### src/sv/cst_pkg.sv
// Package: token codes, scan states, keyword tables and queue types for the tokenizer.
`timescale 1ns / 1ps
package cst_pkg;

  localparam int MaxTokenLength = 255;

  localparam logic [5:0] K_PLUS    = 6'd9;
  localparam logic [5:0] K_INC     = 6'd10;
  localparam logic [5:0] K_MINUS   = 6'd11;
  localparam logic [5:0] K_DEC     = 6'd12;
  localparam logic [5:0] K_ARROW   = 6'd13;
  localparam logic [5:0] K_STAR    = 6'd14;
  localparam logic [5:0] K_DIV     = 6'd15;
  localparam logic [5:0] K_DIVEQ   = 6'd16;
  localparam logic [5:0] K_ASSIGN  = 6'd17;
  localparam logic [5:0] K_EQ      = 6'd18;
  localparam logic [5:0] K_LT      = 6'd19;
  localparam logic [5:0] K_LE      = 6'd20;
  localparam logic [5:0] K_GT      = 6'd21;
  localparam logic [5:0] K_GE      = 6'd22;
  localparam logic [5:0] K_NOT     = 6'd23;
  localparam logic [5:0] K_NE      = 6'd24;
  localparam logic [5:0] K_AMP     = 6'd25;
  localparam logic [5:0] K_LAND    = 6'd26;
  localparam logic [5:0] K_OR      = 6'd27;
  localparam logic [5:0] K_LOR     = 6'd28;
  localparam logic [5:0] K_OREQ    = 6'd29;
  localparam logic [5:0] K_KEYWORD = 6'd30;
  localparam logic [5:0] K_IDENT   = 6'd31;
  localparam logic [5:0] K_NUMBER  = 6'd32;
  localparam logic [5:0] K_STRING  = 6'd33;
  localparam logic [5:0] K_CHAR    = 6'd34;
  localparam logic [5:0] K_PREPROC = 6'd35;
  localparam logic [5:0] K_END     = 6'd36;
  localparam logic [5:0] K_ERROR   = 6'd37;

  localparam int NumKw  = 23;
  localparam int NumDir = 9;
  localparam int DirIf  = 3;

  typedef enum logic [21:0] {
    S_START        = 22'h000001,
    S_IDENT        = 22'h000002,
    S_NUMBER       = 22'h000004,
    S_PLUS         = 22'h000008,
    S_MINUS        = 22'h000010,
    S_EQ           = 22'h000020,
    S_LT           = 22'h000040,
    S_GT           = 22'h000080,
    S_NOT          = 22'h000100,
    S_AMP          = 22'h000200,
    S_OR           = 22'h000400,
    S_SLASH        = 22'h000800,
    S_COMMENT      = 22'h001000,
    S_COMMENT_STAR = 22'h002000,
    S_STR          = 22'h004000,
    S_STR_ESC      = 22'h008000,
    S_CHR_OPEN     = 22'h010000,
    S_CHR_ESC      = 22'h020000,
    S_CHR_CLOSE    = 22'h040000,
    S_PP_NAME      = 22'h080000,
    S_PP_BODY      = 22'h100000,
    S_PP_ESC       = 22'h200000
  } scan_state_t;

  // One result slot from the scanner.
  typedef struct packed {
    logic       vld;
    logic [5:0] kind;
    logic [7:0] len;
  } tok_t;

  // Queue entry: results caused by one byte (up to two).
  typedef struct packed {
    tok_t a;
    tok_t b;
  } tok_pair_t;

  // Character of keyword k at position p, 0 past its end.
  function automatic logic [7:0] kw_char(input logic [4:0] k, input logic [3:0] p);
    logic [8*8-1:0] s;
    logic [3:0]     n;
    begin
      s = '0;
      n = 4'd0;
      case (k)
        5'd0:  begin s = "char";     n = 4'd4; end
        5'd1:  begin s = "short";    n = 4'd5; end
        5'd2:  begin s = "int";      n = 4'd3; end
        5'd3:  begin s = "long";     n = 4'd4; end
        5'd4:  begin s = "unsigned"; n = 4'd8; end
        5'd5:  begin s = "float";    n = 4'd5; end
        5'd6:  begin s = "double";   n = 4'd6; end
        5'd7:  begin s = "typedef";  n = 4'd7; end
        5'd8:  begin s = "struct";   n = 4'd6; end
        5'd9:  begin s = "union";    n = 4'd5; end
        5'd10: begin s = "auto";     n = 4'd4; end
        5'd11: begin s = "static";   n = 4'd6; end
        5'd12: begin s = "extern";   n = 4'd6; end
        5'd13: begin s = "register"; n = 4'd8; end
        5'd14: begin s = "if";       n = 4'd2; end
        5'd15: begin s = "else";     n = 4'd4; end
        5'd16: begin s = "while";    n = 4'd5; end
        5'd17: begin s = "do";       n = 4'd2; end
        5'd18: begin s = "for";      n = 4'd3; end
        5'd19: begin s = "switch";   n = 4'd6; end
        5'd20: begin s = "case";     n = 4'd4; end
        5'd21: begin s = "default";  n = 4'd7; end
        5'd22: begin s = "return";   n = 4'd6; end
        default: begin s = '0; n = 4'd0; end
      endcase
      if (p < n) kw_char = s[8*(n-p)-1 -: 8];
      else kw_char = 8'd0;
    end
  endfunction

  function automatic logic [3:0] kw_len(input logic [4:0] k);
    case (k)
      5'd0, 5'd3, 5'd10, 5'd15, 5'd20: kw_len = 4'd4;
      5'd1, 5'd5, 5'd9, 5'd16:         kw_len = 4'd5;
      5'd2, 5'd18:                     kw_len = 4'd3;
      5'd4, 5'd13:                     kw_len = 4'd8;
      5'd6, 5'd8, 5'd11, 5'd12, 5'd19, 5'd22: kw_len = 4'd6;
      5'd7, 5'd21:                     kw_len = 4'd7;
      5'd14, 5'd17:                    kw_len = 4'd2;
      default:                         kw_len = 4'd0;
    endcase
  endfunction

  function automatic logic [7:0] dir_char(input logic [3:0] k, input logic [3:0] p);
    logic [8*8-1:0] s;
    logic [3:0]     n;
    begin
      s = '0;
      n = 4'd0;
      case (k)
        4'd0: begin s = "define";  n = 4'd6; end
        4'd1: begin s = "else";    n = 4'd4; end
        4'd2: begin s = "endif";   n = 4'd5; end
        4'd3: begin s = "if";      n = 4'd2; end
        4'd4: begin s = "ifdef";   n = 4'd5; end
        4'd5: begin s = "ifndef";  n = 4'd6; end
        4'd6: begin s = "include"; n = 4'd7; end
        4'd7: begin s = "line";    n = 4'd4; end
        4'd8: begin s = "undef";   n = 4'd5; end
        default: begin s = '0; n = 4'd0; end
      endcase
      if (p < n) dir_char = s[8*(n-p)-1 -: 8];
      else dir_char = 8'd0;
    end
  endfunction

  function automatic logic [3:0] dir_len(input logic [3:0] k);
    case (k)
      4'd0, 4'd5: dir_len = 4'd6;
      4'd1, 4'd7: dir_len = 4'd4;
      4'd2, 4'd4, 4'd8: dir_len = 4'd5;
      4'd3: dir_len = 4'd2;
      4'd6: dir_len = 4'd7;
      default: dir_len = 4'd0;
    endcase
  endfunction

endpackage

### src/sv/cst_queue.sv
// Short queue of per-byte result pairs between scanner and output side.
`timescale 1ns / 1ps
module cst_queue
  import cst_pkg::*;
(
  input  logic      clk,
  input  logic      rst_n,
  input  logic      push,
  input  tok_pair_t push_data,
  output logic      full,
  input  logic      pop,
  output logic      empty,
  output tok_pair_t head
);

  tok_pair_t mem_r [2];
  logic      wp_r, rp_r;
  logic [1:0] cnt_r;

  assign full  = cnt_r == 2'd2;
  assign empty = cnt_r == 2'd0;
  assign head  = mem_r[rp_r];

  always_ff @(posedge clk) begin
    if (push) mem_r[wp_r] <= push_data;
  end

  always_ff @(posedge clk) begin
    if (!rst_n) begin
      wp_r <= 1'b0; rp_r <= 1'b0; cnt_r <= 2'd0;
    end else begin
      if (push) wp_r <= ~wp_r;
      if (pop) rp_r <= ~rp_r;
      cnt_r <= cnt_r + {1'b0, push} - {1'b0, pop};
    end
  end

`ifndef ASSERT_OFF
  a_no_over: assert property (@(posedge clk) disable iff (!rst_n)
    full |-> !push) else $error("queue overflow");
  a_no_under: assert property (@(posedge clk) disable iff (!rst_n)
    empty |-> !pop) else $error("queue underflow");
  a_cnt_ok: assert property (@(posedge clk) disable iff (!rst_n)
    cnt_r != 2'd3) else $error("queue count corrupt");
`endif

endmodule

### config.mk
export PLATFORM = sky130hd
export DESIGN_NAME = cst_queue
export DESIGN_NICKNAME = d
export VERILOG_FILES = /design/src/sv/cst_pkg.sv /design/src/sv/cst_queue.sv
export SDC_FILE = /design/constraint.sdc
export NUM_CORES = 1
export LEC_CHECK = 0
export BUFFER_PORTS_ARGS = -buffer_cell sky130_fd_sc_hd__buf_2
export CELL_PAD_IN_SITES_DETAIL_PLACEMENT = 1
export CELL_PAD_IN_SITES_GLOBAL_PLACEMENT = 1
export CORE_ASPECT_RATIO = 1.75
export CORE_MARGIN = 3
export CORE_UTILIZATION = 39
export DETAILED_ROUTE_END_ITERATION = 7
export PLACE_DENSITY_LB_ADDON = 0.1
export SLEW_MARGIN = 25
export SYNTH_ARGS = -nofsm -noshare
export SYNTH_HDL_FRONTEND = slang
export SYNTH_SLANG_ARGS = --single-unit
### constraint.sdc
create_clock -name clk -period 2.1 [get_ports clk]
set_input_delay 0.42 -clock clk [delete_from_list [all_inputs] [get_ports clk]]
set_output_delay 0.42 -clock clk [all_outputs]
set_load 0.05 [all_outputs]
### Word-level counts from Yosys, hierarchy flattened

Memories as Yosys holds them, arrays and structs flattened. A register that Yosys moved wholly into a read port is not among the register bits.
Index checks and enable logic that the tools add are counted.

* word-level logic and storage cells: 14
* bits in writable memories: 60
* memories kept: 1
* bits of input ports: 34
* output and inout bits: 32
* register bits after elaboration: 4

* equality and inequality tests: 1
* bitwise gates (word level): 2
* mux-type cells: 4
* reduce and logical (&&, ||, !) cells: 1
* add/subtract/negate cells: 2

Memory list
* mem_r: depth 2, bits a word 30, read ports 1, clocked after Yosys merged registers in 1, wr ports 1, line cst_queue.sv:16 `tok_pair_t mem_r [2];`

Operators with widths (number)
* two-way mux 1 bit: 4
* adder 2 x 1 -> 2 bit: 1
* == test 2 bit, second input constant: 1
* logical NOT 2 bit: 1
* inverter 1 bit: 2
* subtractor 2 x 1 -> 2 bit: 1

### Longest topological paths before layout

* depth after elaboration: 3
* gate-level depth with buffers: 6
* gate-level depth less buffers: 6

### Least setup slack after synthesis

OpenSTA, ideal clock, no wires.

* path type: input-to-reg
* from: input push
* to: memory mem_r[0][0] (netlist name), enable pin
* buffers on the path: 0
* setup time: 0.422 ns
* required time: 1.678 ns
* data arrival time: 1.813 ns
* slack: -0.135 ns
* stages: 1
* cell sequence: nor2b_1

* cells in the longest elaborated chain, start to end: 2

Ends and longest elaborated chain
* from (decl): line cst_queue.sv:8 `input logic push,`
* two-way mux 1 bit: line cst_queue.sv:25 `if (push) mem_r[wp_r] <= push_data;`
* two-way mux 1 bit (not written as such): line cst_queue.sv:25
* to (decl): line cst_queue.sv:16

No other way between the ends.

==> qor.csv <==
metric,value,unit
status,finished clean,
clock sink count,65,
yosys warns,0,
Final Power,3.01,mW
Cells after DPL,260,
clock latency on the worst-skew pair,320,ps
post-DP HPWL,3.05,mm
Wirelength per Cell,15.4,um
mean post-synth cell area,21.0,um^2
unrepaired setup endpoints after global routing,false,
die width,65.3,um
TNS Setup,0,ps
CP Class,reg -> out,
"Setup Fix Bufs, Post-CTS",0,
Crit. End Element,primary output,
largest family of logic cells by synthesized area,multiplexers,
Worst setup SP type,register,
pwr/cell area,998,nW/um^2
Fillers,619,
via/cell ratio,4.55,
CTS tree,built,
placed inst area,2840,um^2
remaining global-route overflow,0,
Die Span Y,110,um
initial antenna violation count,0,
Max Cap Viol,0,
Post-layout nets,229,
iteration-0 DRC count of the detailed router,36,
post-synthesis mux area share,14.1,%
Overall Global Routing Usage,13.1,%
critical path data required time,1680,ps
post-cts sizing count,0,
fmax,527,MHz
synth unique cells,12,
Hold Buf Count CTS,0,
final worst path period share,90.4,%
Starting Density,40.5,%
Site Rows,37,
post-route setup slack,202,ps
core area,5930,um^2
P_leak,1.16,nW
final WL,4.26,mm
Mapped Area,2400,um^2
vias,1256,
first-pass GRT wire length,6.59,mm
Synth Area in Compound Gates,0.313,%
Worst-Margin Slew,256,ps
Cells after Synth,114,
final setup vio count,0,
vias in the first global route,1360,
Non-Filler Instances,276,
Synth Area in XOR/XNOR,1.30,%
root buffer cell,clkbuf_8,
clk_skew,2.65,ps
Diodes inserted,0,
"Seq/Total Area, Yosys",79.3,%
I/O Buffers,65,
HP Class,in -> reg,
final routed DRC violation total,0,
pre-CTS setup slack,531,ps
Die ar.,7160,um^2
CP max FO,15,
routability congestion estimate,0.615,
CTS buffer count,9,
Syn Nets,150,
H-tree depth,3,
num ports,66,
post-route ant nets,0,
layout cells sized above 1,57.1,%
Slew headroom,83.1,%
"Slew Viols, Final",0,
clock buffer depth,2,
DR pass1 iterations,4,
Worst EP arrival,1480,ps
post-synthesis adder-cell area fraction,1.04,%
Simple-Gate Fraction of Synth Area,2.24,%
Util after Layout,50.9,%
largest net degree at the start of global routing,17,
area grow syn2layout,25.8,%
Final min period,1900,ps
worst hold slack,281,ps
post-route cell area,3020,um^2
clock-pin slew on the worst setup and hold paths,60,ps
"flops & latches, synth",65,
VDD IR max,0.525,mV
Final Hold Fails,0,
area by class of cell:
type / instances / area [um^2] / share of cell area (%)
clock buffers: 11 / 131 / 4.35
clock inverters: 5 / 46.3 / 1.53
inverters: 2 / 7.51 / 0.249
multi-input cells: 44 / 463 / 15.3
flip-flops and latches: 65 / 1900 / 63.0
well taps: 78 / 97.6 / 3.23
repair buffers: 71 / 370 / 12.3
sequential cells by signal (all words and copies together), names as in the netlist, named ones only:
signal and count:
wp_r 1, mem_r 60, cnt_r 2, rp_r 1
routing by layer:
| metal | wire, um | GRT usage [%] | share of wire [%] |
|---|---|---|---|
| met3 | 264 | 5.42 | 6.2 |
| met1 | 1500 | 12.7 | 35 |
| met2 | 2430 | 23.9 | 57 |
| met5 | 0 | 0 | 0 |
| met4 | 57 | 5.79 | 1.3 |
where the power goes:
part	internal (mW)	total (mW)	switching, mW
clock network	0.535	0.949	0.414
registers	1.50	1.52	0.0213
logic	0.171	0.547	0.376
total	2.20	3.01	0.812
synth_stat cells:
cell / count / area, um^2
mux2_2: 30 / 338
xor2_1: 1 / 8.76
inv_1: 2 / 7.51
nor2b_1: 4 / 25.0
o21a_1: 1 / 7.51
buf_6: 3 / 33.8
ha_1: 2 / 25.0
xnor3_1: 1 / 22.5
dfxtp_1: 5 / 100
nor2_1: 1 / 3.75
edfxtp_1: 60 / 1800
and2_1: 4 / 25.0
critical path, stage by stage, from the launching register on:
cell,delay (ps)
dfxtp_1,320
buf_4,240
mux2_2,370
buf_2,210
cell usage in the layout (no fill, tap or decap):
cell and count:
and2_1 4, buf_2 65, buf_4 6, bufinv_16 1, clkbuf_1 2, clkbuf_8 9, clkinv_1 3, clkinv_2 1
dfxtp_1 5, edfxtp_1 60, ha_1 2, inv_1 2, mux2_2 30, nor2_1 1, nor2b_1 3, nor2b_4 1
o21a_1 1, xnor3_1 1, xor2_1 1
worst paths after layout:
path / startpoint / endpoint / slack, ps / cells after the start
setup / recovery: register / head[1] / 200 / 3
hold / removal: push_data[25] / mem_r[0][25] / 280 / 1
setup reg to reg: cnt_r[0] / cnt_r[1] / 880 / 6
hold reg to reg: rp_r / rp_r / 580 / 2
kinds of logic (layout without fill, tap and decap cells):
kind of cell / count (synthesis) / after routing
adder cells (fa/ha/maj): 2 / 2
multiplexers: 30 / 30
AO/OA/AOI/OAI: 1 / 1
XOR/XNOR: 2 / 2
flip-flops: 65 / 65
buffers and inverters: 5 / 89
AND/OR/NAND/NOR: 9 / 9
(Power assumes the default switching activity.)
