**src/sv/cst_pkg.sv**
```systemverilog
// Package: token codes, scan states, keyword tables and queue types for the tokenizer.
`timescale 1ns / 1ps
package cst_pkg;

  localparam int MaxTokenLength = 255;

  localparam logic [5:0] K_PLUS    = 6'd9;
  localparam logic [5:0] K_INC     = 6'd10;
  localparam logic [5:0] K_MINUS   = 6'd11;
  localparam logic [5:0] K_DEC     = 6'd12;
  localparam logic [5:0] K_ARROW   = 6'd13;
  localparam logic [5:0] K_STAR    = 6'd14;
  localparam logic [5:0] K_DIV     = 6'd15;
  localparam logic [5:0] K_DIVEQ   = 6'd16;
  localparam logic [5:0] K_ASSIGN  = 6'd17;
  localparam logic [5:0] K_EQ      = 6'd18;
  localparam logic [5:0] K_LT      = 6'd19;
  localparam logic [5:0] K_LE      = 6'd20;
  localparam logic [5:0] K_GT      = 6'd21;
  localparam logic [5:0] K_GE      = 6'd22;
  localparam logic [5:0] K_NOT     = 6'd23;
  localparam logic [5:0] K_NE      = 6'd24;
  localparam logic [5:0] K_AMP     = 6'd25;
  localparam logic [5:0] K_LAND    = 6'd26;
  localparam logic [5:0] K_OR      = 6'd27;
  localparam logic [5:0] K_LOR     = 6'd28;
  localparam logic [5:0] K_OREQ    = 6'd29;
  localparam logic [5:0] K_KEYWORD = 6'd30;
  localparam logic [5:0] K_IDENT   = 6'd31;
  localparam logic [5:0] K_NUMBER  = 6'd32;
  localparam logic [5:0] K_STRING  = 6'd33;
  localparam logic [5:0] K_CHAR    = 6'd34;
  localparam logic [5:0] K_PREPROC = 6'd35;
  localparam logic [5:0] K_END     = 6'd36;
  localparam logic [5:0] K_ERROR   = 6'd37;

  localparam int NumKw  = 23;
  localparam int NumDir = 9;
  localparam int DirIf  = 3;

  typedef enum logic [21:0] {
    S_START        = 22'h000001,
    S_IDENT        = 22'h000002,
    S_NUMBER       = 22'h000004,
    S_PLUS         = 22'h000008,
    S_MINUS        = 22'h000010,
    S_EQ           = 22'h000020,
    S_LT           = 22'h000040,
    S_GT           = 22'h000080,
    S_NOT          = 22'h000100,
    S_AMP          = 22'h000200,
    S_OR           = 22'h000400,
    S_SLASH        = 22'h000800,
    S_COMMENT      = 22'h001000,
    S_COMMENT_STAR = 22'h002000,
    S_STR          = 22'h004000,
    S_STR_ESC      = 22'h008000,
    S_CHR_OPEN     = 22'h010000,
    S_CHR_ESC      = 22'h020000,
    S_CHR_CLOSE    = 22'h040000,
    S_PP_NAME      = 22'h080000,
    S_PP_BODY      = 22'h100000,
    S_PP_ESC       = 22'h200000
  } scan_state_t;

  // One result slot from the scanner.
  typedef struct packed {
    logic       vld;
    logic [5:0] kind;
    logic [7:0] len;
  } tok_t;

  // Queue entry: results caused by one byte (up to two).
  typedef struct packed {
    tok_t a;
    tok_t b;
  } tok_pair_t;

  // Character of keyword k at position p, 0 past its end.
  function automatic logic [7:0] kw_char(input logic [4:0] k, input logic [3:0] p);
    logic [8*8-1:0] s;
    logic [3:0]     n;
    begin
      s = '0;
      n = 4'd0;
      case (k)
        5'd0:  begin s = "char";     n = 4'd4; end
        5'd1:  begin s = "short";    n = 4'd5; end
        5'd2:  begin s = "int";      n = 4'd3; end
        5'd3:  begin s = "long";     n = 4'd4; end
        5'd4:  begin s = "unsigned"; n = 4'd8; end
        5'd5:  begin s = "float";    n = 4'd5; end
        5'd6:  begin s = "double";   n = 4'd6; end
        5'd7:  begin s = "typedef";  n = 4'd7; end
        5'd8:  begin s = "struct";   n = 4'd6; end
        5'd9:  begin s = "union";    n = 4'd5; end
        5'd10: begin s = "auto";     n = 4'd4; end
        5'd11: begin s = "static";   n = 4'd6; end
        5'd12: begin s = "extern";   n = 4'd6; end
        5'd13: begin s = "register"; n = 4'd8; end
        5'd14: begin s = "if";       n = 4'd2; end
        5'd15: begin s = "else";     n = 4'd4; end
        5'd16: begin s = "while";    n = 4'd5; end
        5'd17: begin s = "do";       n = 4'd2; end
        5'd18: begin s = "for";      n = 4'd3; end
        5'd19: begin s = "switch";   n = 4'd6; end
        5'd20: begin s = "case";     n = 4'd4; end
        5'd21: begin s = "default";  n = 4'd7; end
        5'd22: begin s = "return";   n = 4'd6; end
        default: begin s = '0; n = 4'd0; end
      endcase
      if (p < n) kw_char = s[8*(n-p)-1 -: 8];
      else kw_char = 8'd0;
    end
  endfunction

  function automatic logic [3:0] kw_len(input logic [4:0] k);
    case (k)
      5'd0, 5'd3, 5'd10, 5'd15, 5'd20: kw_len = 4'd4;
      5'd1, 5'd5, 5'd9, 5'd16:         kw_len = 4'd5;
      5'd2, 5'd18:                     kw_len = 4'd3;
      5'd4, 5'd13:                     kw_len = 4'd8;
      5'd6, 5'd8, 5'd11, 5'd12, 5'd19, 5'd22: kw_len = 4'd6;
      5'd7, 5'd21:                     kw_len = 4'd7;
      5'd14, 5'd17:                    kw_len = 4'd2;
      default:                         kw_len = 4'd0;
    endcase
  endfunction

  function automatic logic [7:0] dir_char(input logic [3:0] k, input logic [3:0] p);
    logic [8*8-1:0] s;
    logic [3:0]     n;
    begin
      s = '0;
      n = 4'd0;
      case (k)
        4'd0: begin s = "define";  n = 4'd6; end
        4'd1: begin s = "else";    n = 4'd4; end
        4'd2: begin s = "endif";   n = 4'd5; end
        4'd3: begin s = "if";      n = 4'd2; end
        4'd4: begin s = "ifdef";   n = 4'd5; end
        4'd5: begin s = "ifndef";  n = 4'd6; end
        4'd6: begin s = "include"; n = 4'd7; end
        4'd7: begin s = "line";    n = 4'd4; end
        4'd8: begin s = "undef";   n = 4'd5; end
        default: begin s = '0; n = 4'd0; end
      endcase
      if (p < n) dir_char = s[8*(n-p)-1 -: 8];
      else dir_char = 8'd0;
    end
  endfunction

  function automatic logic [3:0] dir_len(input logic [3:0] k);
    case (k)
      4'd0, 4'd5: dir_len = 4'd6;
      4'd1, 4'd7: dir_len = 4'd4;
      4'd2, 4'd4, 4'd8: dir_len = 4'd5;
      4'd3: dir_len = 4'd2;
      4'd6: dir_len = 4'd7;
      default: dir_len = 4'd0;
    endcase
  endfunction

endpackage

```
**src/sv/cst_emit.sv**
```systemverilog
// Back end: splits each result pair into single transfers on the output port.
`timescale 1ns / 1ps
module cst_emit
  import cst_pkg::*;
(
  input  logic       clk,
  input  logic       rst_n,
  input  logic       q_empty,
  input  tok_pair_t  q_head,
  output logic       q_pop,
  output logic       out_valid,
  input  logic       out_stall,
  output logic [5:0] out_token_kind,
  output logic [7:0] out_token_length,
  output logic       out_last_of_run
);

  logic sel_r;   // 1: first slot already sent
  logic take;

  assign out_valid        = !q_empty && (sel_r ? q_head.b.vld : q_head.a.vld);
  assign out_token_kind   = sel_r ? q_head.b.kind : q_head.a.kind;
  assign out_token_length = sel_r ? q_head.b.len : q_head.a.len;
  assign out_last_of_run  = sel_r || !q_head.b.vld;
  assign take             = out_valid && !out_stall;
  // byte pairs without results are dropped at once
  assign q_pop = !q_empty && (!q_head.a.vld || (take && out_last_of_run));

  always_ff @(posedge clk) begin
    if (!rst_n) sel_r <= 1'b0;
    else if (q_pop) sel_r <= 1'b0;
    else if (take) sel_r <= 1'b1;
  end

`ifndef ASSERT_OFF
  a_sel_b: assert property (@(posedge clk) disable iff (!rst_n)
    sel_r |-> (!q_empty && q_head.b.vld)) else $error("second slot missing");
  a_stall_hold: assert property (@(posedge clk) disable iff (!rst_n)
    $past(out_valid && out_stall) |-> out_valid) else $error("valid dropped");
  a_pop_last: assert property (@(posedge clk) disable iff (!rst_n)
    (q_pop && q_head.a.vld) |-> out_last_of_run) else $error("pop mid pair");
`endif

endmodule

```
**config.mk**
```make
export PLATFORM = sky130hd
export DESIGN_NAME = cst_emit
export DESIGN_NICKNAME = d
export VERILOG_FILES = /design/src/sv/cst_pkg.sv /design/src/sv/cst_emit.sv
export SDC_FILE = /design/constraint.sdc
export NUM_CORES = 1
export LEC_CHECK = 0
export ABC_AREA = 1
export BUFFER_PORTS_ARGS = -buffer_cell sky130_fd_sc_hd__buf_2
export CORE_AREA = 2 2 39 41
export DETAILED_ROUTE_END_ITERATION = 8
export DIE_AREA = 0 0 41 43
export MAX_ROUTING_LAYER = met4
export PLACE_DENSITY_LB_ADDON = 0.3
export SYNTH_ARGS = -nofsm -noshare
export SYNTH_HDL_FRONTEND = slang
export SYNTH_SLANG_ARGS = --single-unit
```
**constraint.sdc**
```tcl
create_clock -name clk -period 2.8 [get_ports clk]
set_input_delay 0.14 -clock clk [delete_from_list [all_inputs] [get_ports clk]]
set_output_delay 0.14 -clock clk [all_outputs]
set_load 0.1 [all_outputs]
```
Word-level counts from Yosys, hierarchy flattened
Index checks and enable logic that the tools add are counted.

Register bits after elaboration: 1. Latch bits: 0. Bits in writable memories: 0. ROM bits: 0. Output and inout bits: 17. Memories kept: 0.

Add/subtract/negate cells: 0. $mul: 0. Divide/modulo/power cells: 0. Order comparisons: 0. Eq/ne operators: 0. Shift-type cells: 0. Mux-type cells: 3. Bitwise gates (word level): 1. Reductions and logical operators: 11.

Operators by type and width (number): two-way mux 8 bit (1); two-way mux 6 bit (1); logical AND 1 bit (4); zero test 1 bit (4); logical OR 1 bit (2); OR reduction 2 bit (1); two-way mux 1 bit (1); NOT 1 bit (1).

Longest topological paths before layout
Gate-level depths: netlist of the first run.

Word-level depth: 7. Mapped depth: 8.

Least setup slack after synthesis of the first run
OpenSTA, ideal clock, no wires.

Path kind: reg2out. From: register sel_r. To: output port q_pop. Arrival: 2827 ps. Path slack: -167 ps. Cell stages (with the launch flop): 6. Cells stage by stage: dfxtp_1 buf_6 inv_6 nand2_1 nand4_1 a21oi_1.

Elaborated cells between the ends (all ways): 7. Those cells by class: mux: 1; reduce/logical: 6.

RTL lines: start: declaration (RTL line cst_emit.sv:18) `logic sel_r;`; start signal: assignment (RTL line cst_emit.sv:30) `if (!rst_n) sel_r <= 1'b0;`; start signal: assignment (RTL line cst_emit.sv:31) `else if (q_pop) sel_r <= 1'b0;`; start signal: assignment (RTL line cst_emit.sv:32) `else if (take) sel_r <= 1'b1;`; logical OR 1 bit (RTL line cst_emit.sv:24) `assign out_last_of_run = sel_r || !q_head.b.vld;`; named net out_last_of_run (RTL line cst_emit.sv:15) `output logic out_last_of_run`; logical AND 1 bit (RTL line cst_emit.sv:27) `assign q_pop = !q_empty && (!q_head.a.vld || (take && out_last_of_run));`; logical OR 1 bit (RTL line cst_emit.sv:27); logical AND 1 bit (RTL line cst_emit.sv:27); end: declaration (RTL line cst_emit.sv:10) `output logic q_pop,`.

The timed path passes the listed nets, and every way through them passes these cells.

Worst setup path in the final report of the first run
From: register sel_r. To: output port q_pop.

Word-level cells in the longest chain between the ends: 6. Elaborated cells between the ends (all ways): 7. Those cells by class: mux: 1; reduce/logical: 6.

RTL lines: two-way mux 1 bit (RTL line cst_emit.sv:21) `assign out_valid = !q_empty && (sel_r ? q_head.b.vld : q_head.a.vld);`; logical AND 1 bit (RTL line cst_emit.sv:21); logical AND 1 bit (RTL line cst_emit.sv:25) `assign take = out_valid && !out_stall;`; logical AND 1 bit * (RTL line cst_emit.sv:27); logical OR 1 bit * (RTL line cst_emit.sv:27); logical AND 1 bit * (RTL line cst_emit.sv:27).

Every way passes the cells marked *; elsewhere a longest branch is shown, timed or not.

==> impl_metrics.ini, run 1 <==
[die]
io_pins = 51
die_y_um = 43
rows = 14
start_util_pct = 19.98
core_area_mm2 = 0.001384
die_x_um = 41
die-area_mm2 = 0.001763

[cells_and_area]
fin_cells = 124
syn_to_final_growth_pct = 91.40
top_regs = sel_r (1)
n_antenna_cell = 0
nets = 144
fillers = 162
post-route-util_pct = 38.25
largest_reg_flops = 1
regMostFlops = sel_r
drive_gt1_share_pct = 50.93
multi_input_area_um2 = 222.7
seq_area_um2 = 20.02

[logic_synthesis]
synth_top_cell_area_share_pct = 63.80
synth_area_leaders = nand2_1 (64%), dfxtp_1 (7.2%), nand2_2 (4.5%)
synth_common_cells = nand2_1 (47), a21oi_1 (2), buf_2 (2), nand2_2 (2)
yosysUniqueCellTypes = 12
ys_seq_area_share_pct = 7.240
synthArstFlopShare_pct = 0
avgSynthCellArea_um2 = 4.533
ys_ff_latch = 1
synth.most_common_cell = nand2_1
syn_nets = 95
synthFlopType = dfxtp_1
synth_edf_count = 0
synth_top_area_cell = nand2_1
ys.warnings.count = 0
syn_area_um2 = 276.5
syn_inst = 61

[power_and_ir_drop]
leakagePower_nw = 0.3657
power.share.clock_pct = 0
p_comb_share_pct = 92.0
p_int_w = 0.00005355
p_sw_w = 0.0001745
p_seq_share_pct = 8.0
swShare_pct = 76.51
p_total_w = 0.0002280
powerDensity_mw_per_mm2 = 430.8
ir_drop_mv = 0.1477

[critical_path]
start_kind = register
setup.worst_path.class = reg -> out
crit_fanout = 17
critPathSlowestCell = dfxtp_1
cp.arrival_ns = 1.67
cp_cell_sequence = inv_6 -> nand2_1 -> nand4_1 -> a21oi_2 -> buf_2
slowest_delay_ns = 0.70
endpoint_kind = output pin
crit_required_ns = 2.66
cp_top_family = flip-flops
worst-path-buf-inv = 2

[grt]
grt_max_degree = 18
antenna_found_initial = 0
grt-ovfl-total = 0
grt_pass1_wl_mm = 1.117
grt_use_total_pct = 8.513
grt_pass1_vias = 311

[timing]
rsz0062_at_grt = no
slew_headroom_pct = 58.53
hold_violations = 0
finalMaxSlewViolations = 0
worst-slew-pin-transition_ns = 0.6212
max_freq_mhz = 551.3
fin_worst_skew_ns = 0
fin_setup_tns_ns = 0
timing.final.crit_share_pct = 64.78
period_minus_slack_ns = 1.814
hold_ws_ns = 0.3897
setup_violations = 0

[placed_design]
dp_cells = 124
io_buffer_count = 50
routabilityCongestion = 0.6601
dp_hpwl_um = 786.9

[drt]
num_vias = 499
dr.pass1.iters = 2
post_drt_wl_per_cell_um = 7.573
drc = 0
first_iter_violations = 5
detail_route.vias_per_cell = 4.024
ant_nets = 0
wirelength_um = 939

[clock_network]
hold_buffers = 0
post_cts_buffers = 0
clkTransAtPathRegs_ns = 0
clock_latency_ns = 0
cts_resized = 0

[job]
max_cap_viol_count = 0

[status]
outcome = complete, no violations

[hold_path]
holdCritPathClass = in -> reg
tightest hold or removal path: stages:
cell     delay (ns)
buf_2          0.10
nand2_1        0.07
a21oi_2        0.03
path summary, 6_finish.rpt:
kind / cells past startpoint / to / from / slack (ns)
worst min-delay path: 3 / sel_r / rst_n / 0.39
worst max register to register: 5 / sel_r / sel_r / 1.43
worst max-delay path: 5 / q_pop / sel_r / 0.99
worst min register to register: 4 / sel_r / sel_r / 0.93
cell type report:
class	count	share of cell area, %
Timing Repair Buffer	50	47.28
Sequential cell	1	3.783
Tap cell	16	3.783
Inverter	3	3.073
Multi-Input combinational cell	54	42.08
through the flow:
| stage | instance area, um2 | worst slack, ns |
|---|---|---|
| floorplan | 280.3 | 0.3448 |
| global placement | 529.3 | 1.044 |
| CTS | 529.3 | 0.9749 |
| global route | 529.3 | 0.8441 |
| detailed placement | 529.3 | 0.9873 |
| finish | 529.3 | 0.9861 |
layout by cell type (no fill, tap or decap), drive strengths merged:
cell    instances
buf            50
nand2          49
a21oi           3
inv             2
clkinv          1
nand4           1
nand3           1
dfxtp           1
power by group through the flow:
stage / combinational (W) / sequential [W] / clock, W
floorplan: 0.000171 / 0.0000154 / 0
global placement: 0.000211 / 0.0000181 / 0
detailed placement: 0.000210 / 0.0000182 / 0
CTS: 0.000211 / 0.0000183 / 0
global route: 0.000220 / 0.0000186 / 0
finish: 0.000210 / 0.0000183 / 0
kinds of logic (layout without fill, tap and decap cells):
family                 after synthesis  count (layout)  synth area share, %
AO/OA/AOI/OAI                        3               3                6.788
buffers and inverters                6              53                13.57
flip-flops                           1               1                7.240
AND/OR/NAND/NOR                     51              51                72.40
per-layer routing:
| metal | global-route usage [%] | part of all wire (%) | vias to the layer above |
|---|---|---|---|
| met4 | 0 | 0 | 0 |
| met2 | 15.31 | 36 | 43 |
| met1 | 10.51 | 44 | 177 |
| met3 | 0.5236 | 20 | 0 |
| met5 | - | 0 | - |
| li1 | - | - | 279 |
(Power assumes the default switching activity.)
==> inputs of run 2 (changes only) <==
==> constraint.sdc (replaced) <==
create_clock -name clk -period 1.5 [get_ports clk]
set_input_delay 0.075 -clock clk [delete_from_list [all_inputs] [get_ports clk]]
set_output_delay 0.075 -clock clk [all_outputs]
set_load 0.1 [all_outputs]
==> impl_metrics.ini, run 2 (same netlist as run 1, synthesis figures left out) <==
[grt]
grt_pass1_vias = 438
grt_use_total_pct = 13.54
grt_pass1_wl_mm = 1.725
antenna_found_initial = 0
grt_max_degree = 15
grt-ovfl-total = 0

[placed_design]
io_buffer_count = 50
routabilityCongestion = 0.7535
dp_hpwl_mm = 1.024
place_area_um2 = 834.6

[timing]
timing.final.crit_share_pct = 84.32
max_freq_mhz = 790.7
fin_worst_skew_ns = 0
finalMaxSlewViolations = 0
rsz0062_at_grt = no
hold_violations = 0
slew_headroom_pct = 88.47
period_minus_slack_ns = 1.265
setup_violations = 0
hold_ws_ns = 0.3170
worst-slew-pin-transition_ns = 0.1729

[critical_path]
endpoint_kind = output pin
ff2ff_path_depth = 5
critPathSlowestCell = dfxtp_2
cp_cell_sequence = nand2_1 -> nand2_2 -> nand4_1 -> a21oi_4 -> buf_12
setup.worst_path.class = reg -> out
cp.arrival_ns = 1.19
slowest_delay_ns = 0.40
reg2reg_to = sel_r
r2r-start = sel_r
start_kind = register
worst-path-buf-inv = 1
cp_top_family = flip-flops
rrSetupSlack_ns = 0.42
crit_required_ns = 1.42
crit_fanout = 7

[power_and_ir_drop]
powerDensity_mw_per_mm2 = 689.0
leakagePower_nw = 0.4698
ir_drop_mv = 0.4282

[die]
start_util_pct = 19.98
die_y_um = 43
io_pins = 51
die-area_mm2 = 0.001763
rows = 14
die_x_um = 41
core_area_mm2 = 0.001384

[drt]
wirelength_mm = 1.135
drc = 0
num_vias = 517
post_drt_wl_per_cell_um = 9.008
detail_route.vias_per_cell = 4.103
dr.pass1.iters = 4
first_iter_violations = 3
ant_nets = 0

[status]
outcome = complete, no violations

[cells_and_area]
layout_common_cells = nand2_1 (46), buf_2 (33), buf_12 (17)
nets = 146
syn_to_final_growth_pct = 202.3
largest_reg_flops = 1
design_area_um2 = 835.8
regMostFlops = sel_r
n_antenna_cell = 0
top_regs = sel_r (1)
drive_gt1_share_pct = 54.55
final_common_cell = nand2_1

[job]
max_cap_viol_count = 0

[clock_network]
hold_buffers = 0
clock_latency_ns = 0
clkTransAtPathRegs_ns = 0

[hold_path]
hold_start = rst_n
worstHoldPathCells = 3
holdCritPathClass = in -> reg
hold_end = sel_r
[run 2: how the worst max path moves through the flow]
| stage | from | endpoint | slack, ns | depth (start not counted) |
|---|---|---|---|---|
| finish | sel_r | q_pop | 0.24 | 5 |
| global route | sel_r | q_pop | 0.15 | 5 |
| CTS | sel_r | q_pop | 0.08 | 5 |
| detailed placement | sel_r | q_pop | 0.08 | 5 |
| global placement | sel_r | q_pop | 0.12 | 5 |
| floorplan | sel_r | q_pop | -0.008 | 5 |
[run 2: cell type report]
| type | instances | area [um2] |
|---|---|---|
| tap | 16 | 20.02 |
| fill | 126 | 548.0 |
| multi-input combinational | 54 | 257.7 |
| sequential | 1 | 21.27 |
| timing repair buffer | 52 | 520.5 |
| inverter | 3 | 16.27 |
[run 2: tightest hold or removal path: stages]
cell	delay, ns
buf_2	0.09
nand2_1	0.07
a21oi_2	0.03
[run 2: metrics by stage]
stage	power [W]	std cells	util (%)	setup TNS (ns)	setup WS, ns
6_report	0.0005758	126	60.40	0	0.2352
5_1_grt	0.0005974	126	60.40	0	0.1510
4_1_cts	0.0005795	126	60.31	0	0.07775
3_5_place_dp	0.0005788	126	60.31	0	0.07900
3_3_place_gp	0.0005757	126	60.31	0	0.1202
2_1_floorplan	0.0003554	61	-	-0.007615	-0.007615
[run 2: power breakdown]
part / internal [W] / total, W / leakage, nW / switching, W
sequential: 0.0000286 / 0.0000315 / 0.00859 / 0.00000288
combinational: 0.000191 / 0.000544 / 0.461 / 0.000353
clock: 0 / 0 / 0 / 0
[run 2: what timing repair did]
| action | CTS | global route |
|---|---|---|
| setup endpoints to repair | 0 | 1 |
| resized for setup | 0 | 1 |
| setup buffers | 0 | 0 |
[run 2: routing by layer]
layer	track usage (%)	up-vias	part of all wire, %
met3	3.141	0	19
met1	13.69	196	33
li1	-	282	-
met2	25.94	39	47
met4	0	0	0
met5	-	-	0
==> inputs of run 3 (changes only) <==
==> constraint.sdc (replaced) <==
create_clock -name clk -period 1.1 [get_ports clk]
set_input_delay 0.055 -clock clk [delete_from_list [all_inputs] [get_ports clk]]
set_output_delay 0.055 -clock clk [all_outputs]
set_load 0.1 [all_outputs]
==> impl_metrics.ini, run 3 (same netlist as run 1, synthesis figures left out) <==
[status]
outcome = finished with violations
violations = negative setup slack

[grt]
grt-ovfl-total = 0
grt_use_total_pct = 15.79
grt_pass1_vias = 537
grt_max_degree = 11
antenna_found_initial = 0
grt_pass1_wl_mm = 2.028

[cells_and_area]
largest_reg_flops = 1
layout_common_cells = buf_2 (33), nand2_1 (32), buf_12 (17)
regMostFlops = sel_r
n_antenna_cell = 0
top_regs = sel_r (1)
fillers = 116
drive_gt1_share_pct = 68.97
multi_input_area_um2 = 347.8
final_common_cell = buf_2
fin_cells = 132
syn_to_final_growth_pct = 252.0
nets = 152
seq_area_um2 = 23.77

[placed_design]
place_ws_ns = -0.2163
routabilityCongestion = 0.6792
dp_hpwl_mm = 1.173
dp_cells = 131
io_buffer_count = 50

[die]
die-area_mm2 = 0.001763
die_x_um = 41
die_y_um = 43
rows = 14
core_area_mm2 = 0.001384
start_util_pct = 19.98
io_pins = 51

[job]
max_cap_viol_count = 0

[timing]
fin_worst_skew_ns = 0
period_minus_slack_ns = 1.138
finalMaxSlewViolations = 0
slew_headroom_pct = 87.02
hold_violations = 0
setup_violations = 1
worst-slew-pin-transition_ns = 0.1941
rsz0062_at_grt = yes
timing.final.crit_share_pct = 103.5
max_freq_mhz = 878.6
setup_ws_ns = -0.03813

[drt]
wirelength_mm = 1.273
detail_route.vias_per_cell = 4.280
dr.pass1.iters = 2
drc = 0
first_iter_violations = 3
num_vias = 565
post_drt_wl_per_cell_um = 9.644
ant_nets = 0

[power_and_ir_drop]
p_sw_w = 0.0005115
powerDensity_mw_per_mm2 = 862.4
p_int_w = 0.0003281
p_comb_share_pct = 95.3
ir_drop_mv = 0.4980
leakagePower_nw = 0.5116
p_seq_share_pct = 4.7
swShare_pct = 60.92
power.share.clock_pct = 0
p_total_w = 0.0008395

[clock_network]
hold_buffers = 0
clock_latency_ns = 0
clkTransAtPathRegs_ns = 0

[critical_path]
critPathSlowestCell = dfxtp_4
cp_cell_sequence = inv_6 -> nand2_4 -> nand2_2 -> nand4_1 -> a21oi_4 -> buf_12
endpoint_kind = output pin
crit_required_ns = 1.04
cp.arrival_ns = 1.08
slowest_delay_ns = 0.34
setup.worst_path.class = reg -> out
start_kind = register
ff2ff_path_depth = 6
crit_fanout = 4

[hold_path]
worstHoldPathCells = 3
holdCritPathClass = in -> reg
-- run 3: final cells by class --
cell class / instances / area share [%]
flip-flops and latches: 1 / 2.442
repair buffers: 58 / 58.10
well taps: 16 / 2.057
inverters: 3 / 1.671
multi-input cells: 54 / 35.73
-- run 3: final timing paths --
| path | start | end | slack, ns |
|---|---|---|---|
| max | sel_r | q_pop | -0.04 |
| min | rst_n | sel_r | 0.29 |
| max reg2reg | sel_r | sel_r | 0.10 |
| min reg2reg | sel_r | sel_r | 0.74 |
-- run 3: per-layer routing --
layer | routed length, um | vias up | part of all wire, % | track usage [%]
met5 | 0 | - | 0 | -
met4 | 0 | 0 | 0 | 0
met3 | 119 | 0 | 9.3 | 1.047
met2 | 719 | 29 | 56 | 30.31
met1 | 433 | 243 | 34 | 17.52
li1 | - | 293 | - | -
-- run 3: power by group through the flow --
stage	combinational, W	sequential (W)	clock [W]
6_report	0.000800	0.0000398	0
5_1_grt	0.000832	0.0000401	0
4_1_cts	0.000809	0.0000399	0
3_5_place_dp	0.000799	0.0000416	0
3_3_place_gp	0.000790	0.0000413	0
2_1_floorplan	0.000482	0.0000392	0
-- run 3: repair_timing --
action	4_1_cts	5_1_grt
resized for setup	3	0
pin swaps	2	1
cloned	0	0
setup endpoints to repair	3	2
setup buffers	2	0
-- run 3: metrics by stage --
stage	TNS (ns)	utilization, %	cell area [um2]	hold WS, ns
5_1_grt	-0.09598	70.34	973.4	0.3204
2_1_floorplan	-0.4722	-	400.4	0.1911
6_report	-0.03813	70.34	973.4	0.2921
3_3_place_gp	-0.1331	69.17	957.2	0.2969
3_5_place_dp	-0.2777	69.17	957.2	0.2998
4_1_cts	-0.05449	70.89	980.9	0.2945
-- run 3: critical path: cells and delay by family (launching register included) --
kind	cells	cell delay [ns]
flip-flops	1	0.34
AND/OR/NAND/NOR	3	0.28
buffers and inverters	2	0.27
AO/OA/AOI/OAI	1	0.20
